==> src/rtl/core/dtc_pkg.sv <==
// Types, widths and register codes for the depth-to-color projection.
`default_nettype none

package dtc_pkg;

    // Field widths.
    localparam int unsigned COL_W   = 9;
    localparam int unsigned ROW_W   = 9;
    localparam int unsigned DEPTH_W = 16;
    localparam int unsigned COORD_W = 12;
    localparam int unsigned INDEX_W = 24;

    // Depth frame bounds.
    localparam int unsigned DEPTH_COLS = 512;
    localparam int unsigned DEPTH_ROWS = 424;

    localparam logic [DEPTH_W-1:0] DEPTH_INVALID = '1;

    // Configuration.
    localparam int unsigned CFG_W         = 64;
    localparam int unsigned COEF_W        = 32;
    localparam int unsigned NUM_COEF_REGS = 6;
    localparam int unsigned NUM_COEF      = 2 * NUM_COEF_REGS;
    localparam int unsigned COEF_T_BASE   = 9;
    localparam int unsigned REG_IDX_W     = 3;

    localparam logic [COORD_W-1:0] WIDTH_RESET  = 12'd1920;
    localparam logic [COORD_W-1:0] HEIGHT_RESET = 12'd1080;

    // Axes of the projected vector.
    localparam int unsigned NUM_AXES = 3;
    localparam int unsigned AXIS_X   = 0;
    localparam int unsigned AXIS_Y   = 1;
    localparam int unsigned AXIS_Z   = 2;

    // Datapath widths.
    localparam int unsigned PROD_W = COEF_W + COL_W + 1;   // coef * col
    localparam int unsigned SUM_W  = PROD_W + 2;           // row sum of M
    localparam int unsigned SCL_W  = SUM_W + DEPTH_W + 1;  // times depth
    localparam int unsigned V_W    = SCL_W + 1;            // minus t
    localparam int unsigned NUM_W  = V_W + 2;              // 2*v + v2
    localparam int unsigned MAG_W  = NUM_W - 1;            // magnitudes, 2*v2
    localparam int unsigned QUOT_W = COORD_W;

    // Front stages that carry only valid and reject flags.
    localparam int unsigned PROJ_STAGES = 5;

    typedef enum logic [REG_IDX_W-1:0] {
        REG_M00_M01      = 3'd0,
        REG_M02_M10      = 3'd1,
        REG_M11_M12      = 3'd2,
        REG_M20_M21      = 3'd3,
        REG_M22_T0       = 3'd4,
        REG_T1_T2        = 3'd5,
        REG_COLOR_WIDTH  = 3'd6,
        REG_COLOR_HEIGHT = 3'd7
    } cfg_reg_t;

    typedef logic [NUM_COEF_REGS-1:0][CFG_W-1:0] coef_bank_t;

    typedef struct packed {
        logic [COL_W-1:0]   depth_col;
        logic [ROW_W-1:0]   depth_row;
        logic [DEPTH_W-1:0] depth_mm;
    } dtc_in_t;

    typedef struct packed {
        logic               hit;
        logic [COORD_W-1:0] color_x;
        logic [COORD_W-1:0] color_y;
        logic [INDEX_W-1:0] color_index;
    } dtc_out_t;

    // Projection front end to divider.
    typedef struct packed {
        logic             valid;
        logic             miss;
        logic             neg_x;
        logic [MAG_W-1:0] mag_x;
        logic             neg_y;
        logic [MAG_W-1:0] mag_y;
        logic [MAG_W-1:0] den;
    } dtc_frac_t;

    // Divider to bounds check.
    typedef struct packed {
        logic              valid;
        logic              miss;
        logic              neg_x;
        logic              ovf_x;
        logic [QUOT_W-1:0] qx;
        logic              neg_y;
        logic              ovf_y;
        logic [QUOT_W-1:0] qy;
    } dtc_quot_t;

endpackage

`default_nettype wire

==> src/rtl/core/dtc_out.sv <==
// Frame bounds check, linear index and output register.
`default_nettype none

module dtc_out
    import dtc_pkg::*;
(
    input  logic               aclk,
    input  logic               aresetn,
    input  logic               en,
    input  dtc_quot_t          quot,
    input  logic [COORD_W-1:0] color_width,
    input  logic [COORD_W-1:0] color_height,
    output logic               out_valid,
    output dtc_out_t           out_data
);

    logic x_ok;
    logic y_ok;
    logic hit_next;

    logic               h_valid_reg;
    logic               h_hit_reg;
    logic [COORD_W-1:0] h_x_reg;
    logic [COORD_W-1:0] h_y_reg;
    logic [INDEX_W-1:0] h_prod_reg;

    logic     o_valid_reg;
    dtc_out_t o_data_reg;
    dtc_out_t o_data_next;

    // A negative numerator hits only when its quotient truncates to zero.
    always_comb begin
        x_ok = !quot.ovf_x && !(quot.neg_x && (quot.qx != '0)) && (quot.qx < color_width);
        y_ok = !quot.ovf_y && !(quot.neg_y && (quot.qy != '0)) && (quot.qy < color_height);
        hit_next = !quot.miss && x_ok && y_ok;
    end

    always_comb begin
        o_data_next = '0;
        if (h_hit_reg) begin
            o_data_next.hit         = 1'b1;
            o_data_next.color_x     = h_x_reg;
            o_data_next.color_y     = h_y_reg;
            o_data_next.color_index = h_prod_reg + INDEX_W'(h_x_reg);
        end
    end

    always_ff @(posedge aclk) begin
        if (!aresetn) begin
            h_valid_reg <= 1'b0;
            o_valid_reg <= 1'b0;
        end else if (en) begin
            h_valid_reg <= quot.valid;
            o_valid_reg <= h_valid_reg;
        end
    end

    always_ff @(posedge aclk) begin
        if (en) begin
            h_hit_reg  <= hit_next;
            h_x_reg    <= quot.qx;
            h_y_reg    <= quot.qy;
            h_prod_reg <= INDEX_W'(quot.qy) * INDEX_W'(color_width);
            o_data_reg <= o_data_next;
        end
    end

    assign out_valid = o_valid_reg;
    assign out_data  = o_data_reg;

endmodule

`default_nettype wire

==> config.mk <==
export PLATFORM = sky130hd
export DESIGN_NAME = dtc_out
export DESIGN_NICKNAME = d
export VERILOG_FILES = /design/src/rtl/core/dtc_pkg.sv /design/src/rtl/core/dtc_out.sv
export SDC_FILE = /design/constraint.sdc
export NUM_CORES = 1
export LEC_CHECK = 0
export ABC_AREA = 1
export BUFFER_PORTS_ARGS = -buffer_cell sky130_fd_sc_hd__buf_4
export CORE_MARGIN = 3
export CORE_UTILIZATION = 36
export CTS_CLUSTER_DIAMETER = 200
export CTS_CLUSTER_SIZE = 24
export DETAILED_ROUTE_END_ITERATION = 10
export HOLD_SLACK_MARGIN = 0.05
export SYNTH_ARGS = -nofsm -noshare
export SYNTH_HDL_FRONTEND = slang
export SYNTH_SLANG_ARGS = --single-unit
==> constraint.sdc <==
create_clock -name aclk -period 5.75 [get_ports aclk]
set_input_delay 0.8625 -clock aclk [delete_from_list [all_inputs] [get_ports aclk]]
set_output_delay 0.8625 -clock aclk [all_outputs]
set_load 0.005 [all_outputs]
==> load_flow_metrics.sql <==
INSERT INTO impl_metrics (metric_group, metric, value, unit) VALUES
('placement', 'pre_cts_ws', '0.259', 'ns'),
('synthesis', 'mappedNetlistNets', '1493', ''),
('detailed_routing', 'dr.first_iter.drc_count', '466', ''),
('layout', 'final.fill_count', '2788', ''),
('status', 'status', 'finished clean', ''),
('layout', 'layout_common_cells', 'nand2_1 (346), inv_1 (319), buf_4 (111)', ''),
('floorplanning', 'placeableCoreArea', '27300', 'um^2'),
('cts', 'clock_latency_late_sink', '0.34', 'ns'),
('critical_path', 'standard_cell_with_the_maximum_stage_delay_on_the_critical_path', 'fa_1', ''),
('cts', 'ctsResizeCount', '0', ''),
('cts', 'postCtsSetupRepairBufs', '0', ''),
('cts', 'root_buffer_cell', 'clkbuf_16', ''),
('placement', 'dpl.hpwl', '19700', 'um'),
('synthesis', 'avgSynthCellArea', '8.19', 'um^2'),
('cts', 'cts.reportedPaths.clkPinSlew', '0.06', 'ns'),
('cts', 'cts_tree', 'done', ''),
('power_and_ir_drop', 'clock_power_share', '13.1', '%'),
('floorplanning', 'ios', '107', ''),
('power_and_ir_drop', 'internal_power', '0.00269', 'W'),
('detailed_routing', 'ant_nets', '0', ''),
('power_and_ir_drop', 'sw_power', '0.00240', 'W'),
('power_and_ir_drop', 'switching_share', '47.2', '%'),
('critical_path', 'worstPathRequired', '5.83', 'ns'),
('cts', 'numCtsBuffers', '9', ''),
('placement', 'portBuffers', '106', ''),
('critical_path', 'timing.critical_path.mode_cell', 'nand2_1', ''),
('critical_path', 'timing.critical_path.cells', 'buf_4, nand2_1, fa_1, fa_1, inv_1, fa_1, fa_1, inv_1, fa_1, inv_1, ha_1, nand2_1, nand2_1, a31oi_1, nor2_1, nor2_1, nand2_1, nand2_1, nand2_1', ''),
('layout', 'seq_area', '2980', 'um^2'),
('synthesis', 'mappedNetlistArea', '10100', 'um^2'),
('global_route', 'grtUsageTotal', '17.0', '%'),
('cts', 'htreeDepth', '3', ''),
('layout', 'largest_reg_flops', '49', ''),
('layout', 'multi_input_area', '5840', 'um^2'),
('timing', 'finalCritPeriodShare', '89.2', '%'),
('timing', 'tightestPinTransition', '0.711', 'ns'),
('global_route', 'grt-ovfl-total', '0', ''),
('critical_path', 'crit_path_start_kind', 'primary input', ''),
('synthesis', 'post_synth_num_cell_types', '33', ''),
('timing', 'timing_hold_violations_final', '0', ''),
('synthesis', 'synth_seq_area_share', '29.4', '%'),
('timing', 'final_max_slew_viol_count', '0', ''),
('detailed_routing', 'post_drt_via_cell_ratio', '4.61', ''),
('flow_run', 'maxCapViolCount', '0', ''),
('detailed_routing', 'post_drt_wl_per_cell', '14.3', 'um'),
('worst_hold_path', 'hold_class', 'reg2reg', ''),
('detailed_routing', 'drt-pass1-iter-count', '5', ''),
('timing', 'fin_crit', '5.13', 'ns'),
('floorplanning', 'floorplan.die_area', '30200', 'um^2'),
('timing', 'final.setup.worst_slack', '0.620', 'ns'),
('power_and_ir_drop', 'fin_total_pwr', '0.00509', 'W'),
('layout', 'diodes', '0', ''),
('critical_path', 'worst_r2r_path_depth', '11', ''),
('placement', 'place_congestion', '0.911', ''),
('cts', 'clockBufferDepth', '2', ''),
('critical_path', 'critPathMaxStageDelay', '0.55', 'ns'),
('power_and_ir_drop', 'static-leakage-power', '6.48', 'nW'),
('power_and_ir_drop', 'share_seq_of_total_power', '23.0', '%'),
('timing', 'relative_slew_slack', '52.6', '%'),
('global_route', 'wire_length_of_the_first_global_routing_pass', '41300', 'um'),
('synthesis', 'ys_seq_elements', '100', ''),
('detailed_routing', 'drc', '0', ''),
('cts', 'postCtsHoldBufs', '0', ''),
('global_route', 'maximum_number_of_pins_on_one_net_before_global_route_repair', '58', ''),
('detailed_routing', 'vias', '7871', ''),
('layout', 'mostFrequentLayoutCell', 'nand2_1', ''),
('critical_path', 'critical_path_class', 'in2reg', ''),
('global_route', 'first_global_vias', '8325', ''),
('timing', 'clock_skew', '0.00654', 'ns'),
('floorplanning', 'floorplan.die.height', '174', 'um'),
('floorplanning', 'core.rowCount', '60', ''),
('cts', 'clock_sinks', '100', '');
routing by layer:
metal | track usage (%) | share of wire [%]
met5 | 0 | 0
met2 | 29.6 | 49
met3 | 2.34 | 4.5
met4 | 4.83 | 1.9
met1 | 22.1 | 45
worst max-delay path: cells and delay by family:
family | cells | cell delay, ns
fa+ha+maj | 6 | 2.99
simple gates | 8 | 0.71
buf+inv | 4 | 0.39
compound gates | 1 | 0.26
cell usage after synthesis:
library cell | count | area [um^2]
nand4_1 | 8 | 50.1
inv_1 | 319 | 1200
xnor2_1 | 4 | 35.0
a31oi_1 | 1 | 6.26
dfxtp_1 | 2 | 40.0
nand2_1 | 346 | 1300
o21ai_4 | 1 | 16.3
a21o_1 | 5 | 37.5
nor3_2 | 3 | 30.0
nand3_1 | 30 | 150
o21a_1 | 6 | 45.0
xor2_1 | 10 | 87.6
a21oi_1 | 50 | 250
inv_2 | 4 | 15.0
fa_1 | 101 | 2020
nor3_1 | 7 | 35.0
nor2_2 | 2 | 12.5
and2_1 | 1 | 6.26
o21ai_1 | 1 | 5.00
o21ai_0 | 21 | 105
or2_1 | 1 | 6.26
o21ai_2 | 1 | 8.76
buf_2 | 2 | 10.0
clkbuf_1 | 27 | 101
nand2_2 | 13 | 81.3
a211oi_1 | 1 | 7.51
nor2_1 | 71 | 267
nor2_4 | 2 | 22.5
nand3b_2 | 1 | 11.3
nand3b_1 | 1 | 7.51
edfxtp_1 | 98 | 2940
nand3_2 | 3 | 30.0
ha_1 | 96 | 1200
final cells by class:
| type | count | area share [%] |
|---|---|---|
| clock inverter | 3 | 0.579 |
| clock buffer | 13 | 2.32 |
| timing repair buffer | 111 | 7.14 |
| inverter | 323 | 10.4 |
| multi-input combinational | 787 | 50.0 |
| sequential | 100 | 25.6 |
| tap | 372 | 3.99 |
kinds of logic (layout without fill, tap and decap cells):
group / count (synthesis) / count (layout) / synth area share, %
flops: 100 / 100 / 29.4
xor+xnor: 14 / 14 / 1.21
simple gates: 489 / 489 / 19.8
compound gates: 87 / 87 / 4.75
buf+inv: 352 / 450 / 13.1
fa+ha+maj: 197 / 197 / 31.8
power groups by stage:
stage               combinational [W]  sequential (W)  clock [W]
floorplan                     0.00240         0.00115          0
global placement              0.00327         0.00119          0
detailed placement            0.00330         0.00119          0
CTS                           0.00332         0.00117   0.000686
global route                  0.00380         0.00119   0.000718
finish                        0.00325         0.00117   0.000668
worst paths after layout:
kind	slack, ns	to	start
worst max-delay path	0.62	h_prod_reg[17]	quot[8]
worst min-delay path	0.50	out_valid	h_valid_reg
worst max register to register	3.65	out_data[14]	h_x_reg[0]
worst min register to register	0.50	out_valid	h_valid_reg
per-stage QoR:
step                utilization, %  hold slack (ns)  cell area, um^2
global placement              41.5            0.460            11300
global route                  42.7            0.528            11700
detailed placement            41.5            0.494            11300
CTS                           42.7            0.507            11700
floorplan                        -            0.424            10100
finish                        42.7            0.500            11700
No activity file was read; power rests on OpenSTA's default activity.
